[src/sv/variable_partition_allocator_assert.svh]
// assertion macros for the partition allocator
`ifndef VARIABLE_PARTITION_ALLOCATOR_ASSERT_SVH
`define VARIABLE_PARTITION_ALLOCATOR_ASSERT_SVH

// condition holds in the same cycle
`define VPA_ASSERT_NOW(label, clk, rst, pre, post) \
   label: assert property (@(posedge clk) disable iff (rst) (pre) |-> (post)) \
      else $error("partition allocator check failed");

// condition holds in the following cycle
`define VPA_ASSERT_NEXT(label, clk, rst, pre, post) \
   label: assert property (@(posedge clk) disable iff (rst) (pre) |=> (post)) \
      else $error("partition allocator check failed");

`endif

[src/sv/vpa_pkg.sv]
// types and constants shared by the partition allocator modules
package vpa_pkg;

   localparam int REQ_SIZE_W = 10;
   localparam int OWNER_W    = 8;
   localparam int BASE_W     = 10;
   localparam int STATUS_W   = 3;

   localparam logic OP_ALLOC = 1'b0;
   localparam logic OP_FREE  = 1'b1;

   localparam logic [1:0] FIT_FIRST = 2'd0;
   localparam logic [1:0] FIT_BEST  = 2'd1;
   localparam logic [1:0] FIT_WORST = 2'd2;
   localparam logic [1:0] FIT_NEXT  = 2'd3;

   localparam logic [STATUS_W-1:0] ST_OK       = 3'd0;
   localparam logic [STATUS_W-1:0] ST_NOFIT    = 3'd1;
   localparam logic [STATUS_W-1:0] ST_NOTFOUND = 3'd2;
   localparam logic [STATUS_W-1:0] ST_FULL     = 3'd3;
   localparam logic [STATUS_W-1:0] ST_BADSIZE  = 3'd4;

   typedef struct packed {
      logic                  operation;
      logic [1:0]            fit_policy;
      logic [OWNER_W-1:0]    owner_id;
      logic [REQ_SIZE_W-1:0] request_size;
   } req_type;

   typedef struct packed {
      logic [STATUS_W-1:0] status;
      logic [BASE_W-1:0]   base_address;
   } rsp_type;

   typedef enum logic [2:0] {
      RD_SCAN,
      RD_SHIFT,
      RD_NEXT,
      RD_PREV,
      RD_DROP
   } rd_sel_type;

   typedef enum logic [2:0] {
      WR_NONE,
      WR_INIT,
      WR_SHIFT,
      WR_SPLIT_HI,
      WR_SPLIT_LO,
      WR_EXACT,
      WR_CUR,
      WR_PREV
   } wr_sel_type;

   typedef struct packed {
      rd_sel_type          rd_sel;
      wr_sel_type          wr_sel;
      logic                load;
      logic                scan_ev;
      logic                exact_fin;
      logic                split_start;
      logic                k_dec;
      logic                split_fin;
      logic                merge_next;
      logic                merge_prev;
      logic                k_inc;
      logic                drop_end;
      logic                res_set;
      logic [STATUS_W-1:0] res_code;
      logic                rsp_load;
   } cmd_type;

   typedef struct packed {
      logic is_free;
      logic bad_size;
      logic scan_done;
      logic hit;
      logic found;
      logic exact;
      logic full;
      logic shift_more;
      logic has_next;
      logic has_prev;
      logic nb_free;
      logic drop_more;
   } sts_type;

endpackage

[src/sv/variable_partition_allocator.sv]
// top level of the variable partition allocator
//
// Requests arrive on req_* (valid/stall): allocate a partition of request_size
// for owner_id with first, best, worst or next fit, or free the owner's lowest
// used partition and merge it with free neighbors. Each request yields one
// transfer on rsp_* with a status and, for a successful allocation, the base.
// The partition table sits in a single-port-write RAM; each table entry visit
// is an address step, then registered data. An allocation scans entries,
// then on a split moves entries up and writes both halves of the split. A
// free scans entries, then moves entries down on each merge.
// One request is in flight at a time; the next is taken while the previous
// result still waits on rsp_stall, and the finished result holds until the
// output register is free.
// After reset the block writes the initial free partition in S_INIT with
// req_stall high, then the table holds one free partition of all memory.
module variable_partition_allocator #(
   parameter int MEMORY_SIZE  = 640,
   parameter int MAX_SEGMENTS = 32
) (
   input  logic             clock,
   input  logic             reset,
   input  logic             req_valid,
   output logic             req_stall,
   input  vpa_pkg::req_type req_data,
   output logic             rsp_valid,
   input  logic             rsp_stall,
   output vpa_pkg::rsp_type rsp_data
);

`include "variable_partition_allocator_assert.svh"

   vpa_pkg::cmd_type cmd;
   vpa_pkg::sts_type sts;

   vpa_controller u_ctrl (
      .clock     (clock),
      .reset     (reset),
      .req_valid (req_valid),
      .req_stall (req_stall),
      .rsp_valid (rsp_valid),
      .rsp_stall (rsp_stall),
      .sts       (sts),
      .cmd       (cmd)
   );

   vpa_datapath #(
      .MEMORY_SIZE  (MEMORY_SIZE),
      .MAX_SEGMENTS (MAX_SEGMENTS)
   ) u_dp (
      .clock    (clock),
      .reset    (reset),
      .req_data (req_data),
      .cmd      (cmd),
      .sts      (sts),
      .rsp_data (rsp_data)
   );

   `VPA_ASSERT_NEXT(a_busy_after_accept, clock, reset, req_valid && !req_stall, req_stall)
   `VPA_ASSERT_NOW(a_load_when_free, clock, reset, cmd.rsp_load, !rsp_valid || !rsp_stall)
   `VPA_ASSERT_NOW(a_status_range, clock, reset, rsp_valid, rsp_data.status <= vpa_pkg::ST_BADSIZE)

endmodule

[src/sv/vpa_ram.sv]
// generic single write port ram with registered read
module vpa_ram #(
   parameter int WIDTH = 8,
   parameter int DEPTH = 32
) (
   input  logic                     clock,
   input  logic                     wr_en,
   input  logic [$clog2(DEPTH)-1:0] wr_addr,
   input  logic [WIDTH-1:0]         wr_data,
   input  logic [$clog2(DEPTH)-1:0] rd_addr,
   output logic [WIDTH-1:0]         rd_data
);

   logic [WIDTH-1:0] mem_ff [DEPTH];
   logic [WIDTH-1:0] rd_data_ff;

   always_ff @(posedge clock) begin
      if (wr_en) begin
         mem_ff[wr_addr] <= wr_data;
      end
      rd_data_ff <= mem_ff[rd_addr];
   end

   assign rd_data = rd_data_ff;

endmodule

[src/sv/vpa_controller.sv]
// sequencer for scan, split, merge and result transfer
module vpa_controller (
   input  logic             clock,
   input  logic             reset,
   input  logic             req_valid,
   output logic             req_stall,
   output logic             rsp_valid,
   input  logic             rsp_stall,
   input  vpa_pkg::sts_type sts,
   output vpa_pkg::cmd_type cmd
);

   typedef enum logic [4:0] {
      S_INIT,
      S_IDLE,
      S_CHECK,
      S_SCAN_RD,
      S_SCAN_EV,
      S_SCAN_END,
      S_SH_RD,
      S_SH_WR,
      S_SPLIT_HI,
      S_SPLIT_LO,
      S_NX_RD,
      S_NX_EV,
      S_DR_RD,
      S_DR_WR,
      S_PV_RD,
      S_PV_EV,
      S_RESULT
   } state_type;

   state_type state_ff, state_in;
   logic      rsp_valid_ff, rsp_valid_in;
   logic      ret_ff, ret_in;

   always_comb begin
      cmd          = '0;
      state_in     = state_ff;
      ret_in       = ret_ff;
      rsp_valid_in = rsp_valid_ff && rsp_stall;
      case (state_ff)
         S_INIT: begin
            cmd.wr_sel = vpa_pkg::WR_INIT;
            state_in   = S_IDLE;
         end
         S_IDLE: begin
            if (req_valid) begin
               cmd.load = 1'b1;
               state_in = S_CHECK;
            end
         end
         S_CHECK: begin
            if (!sts.is_free && sts.bad_size) begin
               cmd.res_set  = 1'b1;
               cmd.res_code = vpa_pkg::ST_BADSIZE;
               state_in     = S_RESULT;
            end else begin
               state_in = S_SCAN_RD;
            end
         end
         S_SCAN_RD: begin
            cmd.rd_sel = vpa_pkg::RD_SCAN;
            if (sts.scan_done) begin
               if (sts.is_free) begin
                  cmd.res_set  = 1'b1;
                  cmd.res_code = vpa_pkg::ST_NOTFOUND;
                  state_in     = S_RESULT;
               end else begin
                  state_in = S_SCAN_END;
               end
            end else begin
               state_in = S_SCAN_EV;
            end
         end
         S_SCAN_EV: begin
            cmd.scan_ev = 1'b1;
            if (sts.hit) begin
               state_in = sts.is_free ? S_NX_RD : S_SCAN_END;
            end else begin
               state_in = S_SCAN_RD;
            end
         end
         S_SCAN_END: begin
            if (!sts.found) begin
               cmd.res_set  = 1'b1;
               cmd.res_code = vpa_pkg::ST_NOFIT;
               state_in     = S_RESULT;
            end else if (sts.exact) begin
               cmd.wr_sel    = vpa_pkg::WR_EXACT;
               cmd.exact_fin = 1'b1;
               cmd.res_set   = 1'b1;
               cmd.res_code  = vpa_pkg::ST_OK;
               state_in      = S_RESULT;
            end else if (sts.full) begin
               cmd.res_set  = 1'b1;
               cmd.res_code = vpa_pkg::ST_FULL;
               state_in     = S_RESULT;
            end else begin
               cmd.split_start = 1'b1;
               state_in        = S_SH_RD;
            end
         end
         S_SH_RD: begin
            if (sts.shift_more) begin
               cmd.rd_sel = vpa_pkg::RD_SHIFT;
               state_in   = S_SH_WR;
            end else begin
               state_in = S_SPLIT_HI;
            end
         end
         S_SH_WR: begin
            cmd.wr_sel = vpa_pkg::WR_SHIFT;
            cmd.k_dec  = 1'b1;
            state_in   = S_SH_RD;
         end
         S_SPLIT_HI: begin
            cmd.wr_sel = vpa_pkg::WR_SPLIT_HI;
            state_in   = S_SPLIT_LO;
         end
         S_SPLIT_LO: begin
            cmd.wr_sel    = vpa_pkg::WR_SPLIT_LO;
            cmd.split_fin = 1'b1;
            cmd.res_set   = 1'b1;
            cmd.res_code  = vpa_pkg::ST_OK;
            state_in      = S_RESULT;
         end
         S_NX_RD: begin
            if (sts.has_next) begin
               cmd.rd_sel = vpa_pkg::RD_NEXT;
               state_in   = S_NX_EV;
            end else begin
               state_in = S_PV_RD;
            end
         end
         S_NX_EV: begin
            if (sts.nb_free) begin
               cmd.merge_next = 1'b1;
               ret_in         = 1'b0;
               state_in       = S_DR_RD;
            end else begin
               state_in = S_PV_RD;
            end
         end
         S_DR_RD: begin
            if (sts.drop_more) begin
               cmd.rd_sel = vpa_pkg::RD_DROP;
               state_in   = S_DR_WR;
            end else begin
               cmd.drop_end = 1'b1;
               if (ret_ff) begin
                  cmd.res_set  = 1'b1;
                  cmd.res_code = vpa_pkg::ST_OK;
                  state_in     = S_RESULT;
               end else begin
                  state_in = S_PV_RD;
               end
            end
         end
         S_DR_WR: begin
            cmd.wr_sel = vpa_pkg::WR_SHIFT;
            cmd.k_inc  = 1'b1;
            state_in   = S_DR_RD;
         end
         S_PV_RD: begin
            if (sts.has_prev) begin
               cmd.rd_sel = vpa_pkg::RD_PREV;
               state_in   = S_PV_EV;
            end else begin
               cmd.wr_sel   = vpa_pkg::WR_CUR;
               cmd.res_set  = 1'b1;
               cmd.res_code = vpa_pkg::ST_OK;
               state_in     = S_RESULT;
            end
         end
         S_PV_EV: begin
            if (sts.nb_free) begin
               cmd.wr_sel     = vpa_pkg::WR_PREV;
               cmd.merge_prev = 1'b1;
               ret_in         = 1'b1;
               state_in       = S_DR_RD;
            end else begin
               cmd.wr_sel   = vpa_pkg::WR_CUR;
               cmd.res_set  = 1'b1;
               cmd.res_code = vpa_pkg::ST_OK;
               state_in     = S_RESULT;
            end
         end
         S_RESULT: begin
            if (!rsp_valid_ff || !rsp_stall) begin
               cmd.rsp_load = 1'b1;
               rsp_valid_in = 1'b1;
               state_in     = S_IDLE;
            end
         end
         default: begin
            state_in = S_IDLE;
         end
      endcase
   end

   always_ff @(posedge clock) begin
      if (reset) begin
         state_ff     <= S_INIT;
         rsp_valid_ff <= 1'b0;
         ret_ff       <= 1'b0;
      end else begin
         state_ff     <= state_in;
         rsp_valid_ff <= rsp_valid_in;
         ret_ff       <= ret_in;
      end
   end

   assign req_stall = (state_ff != S_IDLE);
   assign rsp_valid = rsp_valid_ff;

endmodule

[src/sv/vpa_datapath.sv]
// partition table memory, scan registers and result register
module vpa_datapath #(
   parameter int MEMORY_SIZE  = 640,
   parameter int MAX_SEGMENTS = 32
) (
   input  logic             clock,
   input  logic             reset,
   input  vpa_pkg::req_type req_data,
   input  vpa_pkg::cmd_type cmd,
   output vpa_pkg::sts_type sts,
   output vpa_pkg::rsp_type rsp_data
);

   localparam int AW    = $clog2(MAX_SEGMENTS);
   localparam int CW    = $clog2(MAX_SEGMENTS + 1);
   localparam int SW    = $clog2(MEMORY_SIZE + 1);
   localparam int CMP_W = (SW > vpa_pkg::REQ_SIZE_W) ? SW : vpa_pkg::REQ_SIZE_W;

   typedef struct packed {
      logic [SW-1:0]               base;
      logic [SW-1:0]               size;
      logic [vpa_pkg::OWNER_W-1:0] owner;
      logic                        used;
   } entry_type;

   localparam int EW = $bits(entry_type);

   vpa_pkg::req_type              req_ff;
   logic [CW-1:0]                 cnt_ff;
   logic [AW-1:0]                 rover_ff, rover_in;
   logic [CW-1:0]                 n_ff;
   logic [CW-1:0]                 k_ff;
   logic [AW-1:0]                 drop_r_ff;
   logic                          found_ff;
   logic [AW-1:0]                 pick_ff;
   logic [CMP_W-1:0]              left_ff;
   entry_type                     pick_ent_ff;
   entry_type                     cur_ent_ff;
   logic [vpa_pkg::STATUS_W-1:0]  res_status_ff;
   logic [SW-1:0]                 res_base_ff;
   vpa_pkg::rsp_type              rsp_ff;

   logic [EW-1:0]    ram_rd_data;
   entry_type        rd_ent;
   logic             wr_en;
   logic [AW-1:0]    wr_addr;
   entry_type        wr_ent;
   logic [AW-1:0]    rd_addr;
   logic [CW:0]      rov_sum;
   logic [CW:0]      rov_wrap;
   logic [AW-1:0]    scan_idx;
   logic [CW-1:0]    pick_c;
   logic [CW-1:0]    next_c;
   logic [CMP_W-1:0] req_c;
   logic [CMP_W-1:0] ent_c;
   logic [CMP_W-1:0] diff;
   logic             fits;
   logic             match;
   logic             next_fit;
   logic [AW-1:0]    rover_dec;
   logic [SW-1:0]    req_s;

   assign rd_ent   = entry_type'(ram_rd_data);
   assign next_fit = (req_ff.fit_policy == vpa_pkg::FIT_NEXT);
   assign rov_sum  = (CW+1)'(rover_ff) + (CW+1)'(n_ff);
   assign rov_wrap = (rov_sum >= (CW+1)'(cnt_ff)) ? rov_sum - (CW+1)'(cnt_ff) : rov_sum;
   assign scan_idx = (req_ff.operation == vpa_pkg::OP_ALLOC && next_fit)
                     ? AW'(rov_wrap) : AW'(n_ff);
   assign pick_c   = CW'(pick_ff);
   assign next_c   = pick_c + CW'(1);
   assign req_c    = CMP_W'(req_ff.request_size);
   assign ent_c    = CMP_W'(rd_ent.size);
   assign diff     = ent_c - req_c;
   assign fits     = !rd_ent.used && (ent_c >= req_c);
   assign match    = rd_ent.used && (rd_ent.owner == req_ff.owner_id);
   assign req_s    = SW'(req_ff.request_size);

   always_comb begin
      case (cmd.rd_sel)
         vpa_pkg::RD_SCAN:  rd_addr = scan_idx;
         vpa_pkg::RD_SHIFT: rd_addr = AW'(k_ff - CW'(1));
         vpa_pkg::RD_NEXT:  rd_addr = AW'(next_c);
         vpa_pkg::RD_PREV:  rd_addr = pick_ff - AW'(1);
         vpa_pkg::RD_DROP:  rd_addr = AW'(k_ff + CW'(1));
         default:           rd_addr = scan_idx;
      endcase
   end

   always_comb begin
      wr_en   = 1'b1;
      wr_addr = pick_ff;
      wr_ent  = cur_ent_ff;
      case (cmd.wr_sel)
         vpa_pkg::WR_NONE: begin
            wr_en = 1'b0;
         end
         vpa_pkg::WR_INIT: begin
            wr_addr = '0;
            wr_ent  = '{base: '0, size: SW'(MEMORY_SIZE), owner: '0, used: 1'b0};
         end
         vpa_pkg::WR_SHIFT: begin
            wr_addr = AW'(k_ff);
            wr_ent  = rd_ent;
         end
         vpa_pkg::WR_SPLIT_HI: begin
            wr_addr = AW'(next_c);
            wr_ent  = '{base: pick_ent_ff.base + req_s, size: pick_ent_ff.size - req_s,
                        owner: '0, used: 1'b0};
         end
         vpa_pkg::WR_SPLIT_LO: begin
            wr_ent = '{base: pick_ent_ff.base, size: req_s, owner: req_ff.owner_id,
                       used: 1'b1};
         end
         vpa_pkg::WR_EXACT: begin
            wr_ent = '{base: pick_ent_ff.base, size: pick_ent_ff.size,
                       owner: req_ff.owner_id, used: 1'b1};
         end
         vpa_pkg::WR_CUR: begin
            wr_ent = cur_ent_ff;
         end
         vpa_pkg::WR_PREV: begin
            wr_addr = pick_ff - AW'(1);
            wr_ent  = '{base: rd_ent.base, size: rd_ent.size + cur_ent_ff.size,
                        owner: rd_ent.owner, used: 1'b0};
         end
         default: begin
            wr_en = 1'b0;
         end
      endcase
   end

   // rover follows its partition across splits and merges; in next fit it moves past the allocated partition
   always_comb begin
      rover_in  = rover_ff;
      rover_dec = (rover_ff >= drop_r_ff && rover_ff != '0) ? rover_ff - AW'(1) : rover_ff;
      if (cmd.load && CW'(rover_ff) >= cnt_ff) begin
         rover_in = '0;
      end else if (cmd.exact_fin && next_fit) begin
         rover_in = (next_c >= cnt_ff) ? '0 : AW'(next_c);
      end else if (cmd.split_fin) begin
         if (next_fit) begin
            rover_in = AW'(next_c);
         end else if (rover_ff >= pick_ff) begin
            rover_in = rover_ff + AW'(1);
         end
      end else if (cmd.drop_end) begin
         rover_in = (CW'(rover_dec) >= cnt_ff - CW'(1)) ? '0 : rover_dec;
      end
   end

   always_ff @(posedge clock) begin
      if (reset) begin
         cnt_ff   <= CW'(1);
         rover_ff <= '0;
         found_ff <= 1'b0;
      end else begin
         rover_ff <= rover_in;
         if (cmd.load) begin
            found_ff <= 1'b0;
         end
         if (cmd.scan_ev && req_ff.operation == vpa_pkg::OP_ALLOC && fits) begin
            found_ff <= 1'b1;
         end
         if (cmd.split_fin) begin
            cnt_ff <= cnt_ff + CW'(1);
         end
         if (cmd.drop_end) begin
            cnt_ff <= cnt_ff - CW'(1);
         end
      end
   end

   always_ff @(posedge clock) begin
      if (cmd.load) begin
         req_ff <= req_data;
         n_ff   <= '0;
      end
      if (cmd.scan_ev) begin
         n_ff <= n_ff + CW'(1);
         if (req_ff.operation == vpa_pkg::OP_FREE) begin
            if (match) begin
               pick_ff    <= scan_idx;
               cur_ent_ff <= '{base: rd_ent.base, size: rd_ent.size, owner: '0, used: 1'b0};
            end
         end else if (fits) begin
            if (!found_ff
                || (req_ff.fit_policy == vpa_pkg::FIT_BEST && diff < left_ff)
                || (req_ff.fit_policy == vpa_pkg::FIT_WORST && diff > left_ff)) begin
               pick_ff     <= scan_idx;
               left_ff     <= diff;
               pick_ent_ff <= rd_ent;
            end
         end
      end
      if (cmd.split_start) begin
         k_ff <= cnt_ff;
      end
      if (cmd.k_dec) begin
         k_ff <= k_ff - CW'(1);
      end
      if (cmd.k_inc) begin
         k_ff <= k_ff + CW'(1);
      end
      if (cmd.merge_next) begin
         cur_ent_ff.size <= cur_ent_ff.size + rd_ent.size;
         k_ff            <= next_c;
         drop_r_ff       <= AW'(next_c);
      end
      if (cmd.merge_prev) begin
         k_ff      <= pick_c;
         drop_r_ff <= pick_ff;
      end
      if (cmd.res_set) begin
         res_status_ff <= cmd.res_code;
         res_base_ff   <= (cmd.res_code == vpa_pkg::ST_OK
                           && req_ff.operation == vpa_pkg::OP_ALLOC)
                          ? pick_ent_ff.base : '0;
      end
      if (cmd.rsp_load) begin
         rsp_ff <= '{status: res_status_ff, base_address: vpa_pkg::BASE_W'(res_base_ff)};
      end
   end

   vpa_ram #(
      .WIDTH (EW),
      .DEPTH (MAX_SEGMENTS)
   ) u_table (
      .clock   (clock),
      .wr_en   (wr_en),
      .wr_addr (wr_addr),
      .wr_data (EW'(wr_ent)),
      .rd_addr (rd_addr),
      .rd_data (ram_rd_data)
   );

   always_comb begin
      sts.is_free    = (req_ff.operation == vpa_pkg::OP_FREE);
      sts.bad_size   = (req_ff.request_size == '0);
      sts.scan_done  = (n_ff == cnt_ff);
      sts.hit        = (req_ff.operation == vpa_pkg::OP_FREE) ? match
                       : (fits && !found_ff
                          && (req_ff.fit_policy == vpa_pkg::FIT_FIRST || next_fit));
      sts.found      = found_ff;
      sts.exact      = (left_ff == '0);
      sts.full       = (cnt_ff == CW'(MAX_SEGMENTS));
      sts.shift_more = (k_ff > next_c);
      sts.has_next   = (next_c < cnt_ff);
      sts.has_prev   = (pick_ff != '0);
      sts.nb_free    = !rd_ent.used;
      sts.drop_more  = ((k_ff + CW'(1)) < cnt_ff);
   end

   assign rsp_data = rsp_ff;

endmodule
[config.mk]
export PLATFORM = sky130hd
export DESIGN_NAME = variable_partition_allocator
export DESIGN_NICKNAME = d
export VERILOG_FILES = /design/src/sv/vpa_pkg.sv /design/src/sv/variable_partition_allocator.sv /design/src/sv/vpa_ram.sv /design/src/sv/vpa_controller.sv /design/src/sv/vpa_datapath.sv
export VERILOG_INCLUDE_DIRS = /design/src /design/src/sv
export SDC_FILE = /design/constraint.sdc
export NUM_CORES = 2
export LEC_CHECK = 0
export BUFFER_PORTS_ARGS = -buffer_cell sky130_fd_sc_hd__buf_2
export CORE_MARGIN = 1.5
export CORE_UTILIZATION = 60
export DETAILED_ROUTE_END_ITERATION = 12
export HOLD_SLACK_MARGIN = 0.08
export PLACE_DENSITY_LB_ADDON = 0.25
export SLEW_MARGIN = 25
export SYNTH_ARGS = -nofsm -noshare
export SYNTH_HDL_FRONTEND = slang
export SYNTH_HIERARCHICAL = 1
export SYNTH_SLANG_ARGS = --single-unit
[constraint.sdc]
create_clock -name clock -period 7.6 [get_ports clock]
set_input_delay 0.76 -clock clock [delete_from_list [all_inputs] [get_ports clock]]
set_output_delay 0.76 -clock clock [all_outputs]
set_load 0.02 [all_outputs]
==> results.json <==
{
  "status": "completed",
  "clockBufferDepth": 3,
  "wirelength_um": 122000,
  "min_path_type": "in2reg",
  "p_int_w": 0.0103,
  "whs_ps": 263,
  "critical_path.max_fanout": 39,
  "finalWorstSetupSlack_ps": 1490,
  "antenna_left": 0,
  "cp.required_ps": 8140,
  "yosys.area_share.adder_pct": 3.07,
  "synth_fp_nets": 3476,
  "grt_start_max_net_pins": 100,
  "rsz0062_at_grt": "no",
  "antenna_found_initial": 5,
  "overflow": 0,
  "grt_pass1_vias": 28800,
  "cts_hold_buf": 0,
  "cp_num_buf_inv": 2,
  "p_switching_w": 0.00310,
  "place_inst": 4333,
  "synth_top_flop_cell": "edfxtp_1",
  "r2r_end": "u_dp/u_table/rd_data[26]",
  "synth_xor_area_share_pct": 1.54,
  "yosysWarnings": 6,
  "initial_utilization_pct": 60.9,
  "swShare_pct": 23.2,
  "yosysTopAreaCell": "edfxtp_1",
  "cts_tree": "yes",
  "critPathSlowestCell": "edfxtp_1",
  "core-area_um2": 79400,
  "min_to": "u_dp/req_c[8]",
  "diodes": 0,
  "synth-edff-count": 1046,
  "synth_area_leaders": "edfxtp_1 65%, mux2i_1 9.8%, ha_1 2.8%",
  "fin_skew_ps": 40.2,
  "cp-end-kind": "flop",
  "die_x_um": 287,
  "path_class": "reg2reg",
  "cap_violations": 0,
  "row_count": 103,
  "drt_iter0_drc": 3227,
  "wl_per_cell_um": 26.8,
  "clk_pin_slew_ps": 60,
  "port_buffers": 39,
  "startpoint_type": "flop",
  "cts_sinks": 1095,
  "finalCritPeriodShare_pct": 80.3,
  "yosysMostFrequentCell": "edfxtp_1",
  "grt_use_total_pct": 29.5,
  "stdcell_count": 4530,
  "io_pins": 40,
  "remaining_drc_errors": 0,
  "grt_pass1_wl_um": 180000,
  "cts_resized": 0,
  "arrival_ps": 6650,
  "gp_congestion": 0.954,
  "crit_cells": 19,
  "setup_tns_ps": 0,
  "yosysUniqueCellTypes": 101,
  "fmax_mhz": 164,
  "post_cts_buffers": 0,
  "clock_latency_ps": 680,
  "ys_seq_area_share_pct": 67.0,
  "layout-drive-gt1-share_pct": 11.2,
  "clockPowerShare_pct": 39.6,
  "slew_viol_final": 0,
  "power.density_nw_per_um2": 250,
  "p_leak_nw": 18.7,
  "path_delay_family": "simple AND/OR/NAND/NOR gates",
  "die_area_um2": 82300,
  "timing.rr.start": "u_dp/pick_ff[0]",
  "power_frac_comb_pct": 8.9,
  "min_path_cells": 1,
  "min_from": "req_data[8]",
  "power_frac_seq_pct": 51.5,
  "drtPass1Iterations": 5,
  "yosys.area_share.simple_pct": 6.63,
  "worst_slew_pin_slew_ps": 1190,
  "vias": 29300,
  "cts-root-buf": "clkbuf_16",
  "numCtsBuffers": 106,
  "reg2reg_depth": 19,
  "path_cells": "ha_1 -> nand3_1 -> xnor2_1 -> inv_1 -> ha_1 -> and3_1 -> a221oi_1 -> a41oi_1 -> mux2_1 -> and3_1 -> nor2_1 -> nor2_1 -> o21ai_1 -> and2_4 -> buf_4 -> a22o_1 -> nor3_1 -> a31oi_1 -> nand3_1",
  "ys_ff_latch": 1095,
  "htree_levels": 3,
  "synth_top_family_by_area": "multiplexers",
  "slowest_delay_ps": 650,
  "area_delta_synth_final_pct": 10.8,
  "ff2ff_setup_slack_ps": 1490,
  "syn_inst": 3336,
  "viasPerCell": 6.48,
  "post-dp-hpwl_um": 74100,
  "post-place-ws_ps": 1610,
  "die_y_um": 287,
  "yosys-top-cells-count": "1,046 x edfxtp_1, 475 x mux2i_1, 187 x a21oi_1",
  "hold_violations": 0,
  "ir_drop_v": 0.000230,
  "synth-compound-area-share_pct": 8.72,
  "nFillCells": 5373,
  "min_period_ps": 6110,
  "muxShareOfSynthArea_pct": 9.99,
  "avgSynthCellArea_um2": 14.5,
  "setup_viol": 0,
  "async_flop_share_pct": 0,
  "syn_area_um2": 48400,
  "max-slew-margin-rel_pct": 20.0,
  "synth_top_area_share_pct": 64.9,
  "nets": 3531
}
flip-flops by register name (all words and copies together) (netlist names):
signal                count
u_ctrl/rsp_valid          1
u_ctrl/state_ff           5
u_dp/cnt_ff               6
u_dp/res_status_ff        3
u_dp/res_base_ff         10
u_dp/rover_ff             5
u_dp/u_table/mem_ff     928
u_dp/rsp_data            13
u_dp/k_ff                 6
u_ctrl/ret_ff             1
u_dp/drop_r_ff            5
u_dp/left_ff             10
u_dp/cur_ent_ff          20
u_dp/found_ff             1
u_dp/sts                  1
u_dp/req_c               10
u_dp/u_table/rd_data     29
u_dp/req_ff              10
u_dp/n_ff                 6
u_dp/pick_ff              5
u_dp/pick_ent_ff         20
layout by cell type (no fill, tap or decap), drive strengths merged, types with 69 or more instances in the layout:
master | Yosys | layout
edfxtp | 1046 | 1046
o21ai | 90 | 90
nand2 | 176 | 176
a22oi | 91 | 91
a22o | 69 | 69
ha | 109 | 109
clkbuf | 74 | 141
nor2 | 133 | 133
mux2i | 475 | 475
inv | 97 | 101
a21oi | 189 | 189
buf | 103 | 124
nand3 | 119 | 119
per-stage QoR:
step,area [um2],utilization (%),power (W)
2_1_floorplan,48400,-,0.00779
3_3_place_gp,49900,62.8,0.00814
3_5_place_dp,50000,63.0,0.00819
4_1_cts,53600,67.5,0.0134
5_1_grt,53600,67.5,0.0138
6_report,53600,67.5,0.0134
power by group through the flow:
stage	Combinational (W)	Clock, W	Sequential, W
after global routing	0.00129	0.00559	0.00690
after detailed placement	0.00117	0	0.00702
after floorplan	0.000839	0	0.00696
final	0.00119	0.00531	0.00690
after global placement	0.00112	0	0.00702
after CTS	0.00118	0.00537	0.00689
final cells by class:
cell class	instances	area, um2	area share [%]
flip-flops and latches	1095	32400	60.4
multi-input cells	1967	14900	27.9
clock buffers	141	2940	5.48
well taps	1050	1310	2.45
repair buffers	124	1040	1.94
clock inverters	56	629	1.17
inverters	97	364	0.679
worst max path at each step:
stage	slack [ps]	start	end
after global placement	1780	u_ctrl/state_ff[2]	u_dp/u_table/mem_ff[19][26]
after CTS	1560	u_dp/pick_ff[0]	u_dp/u_table/rd_data[26]
final	1490	u_dp/pick_ff[0]	u_dp/u_table/rd_data[26]
after global routing	1120	u_dp/pick_ff[0]	u_dp/u_table/rd_data[26]
after detailed placement	1610	u_dp/pick_ff[0]	u_dp/u_table/rd_data[26]
after floorplan	2340	u_dp/pick_ff[0]	u_dp/u_table/mem_ff[10][0]
logic make-up after synthesis:
group	count (synthesis)
and+or+nand+nor	654
xor gates and xnor gates	85
buffers and inverters	274
adders and majority gates	115
muxes	482
AOI/OAI and AO/OA	631
DFF	1095
per-layer routing:
metal / part of all wire (%) / up-vias / track usage, %
met4: 3.7 / 2 / 10.6
met5: 0.0074 / - / 0
met3: 8.8 / 248 / 4.56
met2: 47 / 1419 / 47.5
met1: 40 / 14700 / 41.1
li1: - / 13000 / -
worst register-to-register path, cell delays in order (launching register included):
cell	delay (ps)
edfxtp_1	650
ha_1	340
nand3_1	140
xnor2_1	440
inv_1	180
ha_1	320
and3_1	190
a221oi_1	300
a41oi_1	140
mux2_1	360
and3_1	360
nor2_1	330
nor2_1	90
o21ai_1	450
and2_4	650
buf_4	480
a22o_1	250
nor3_1	50
a31oi_1	180
nand3_1	100
No activity file was read; power rests on OpenSTA's default activity.
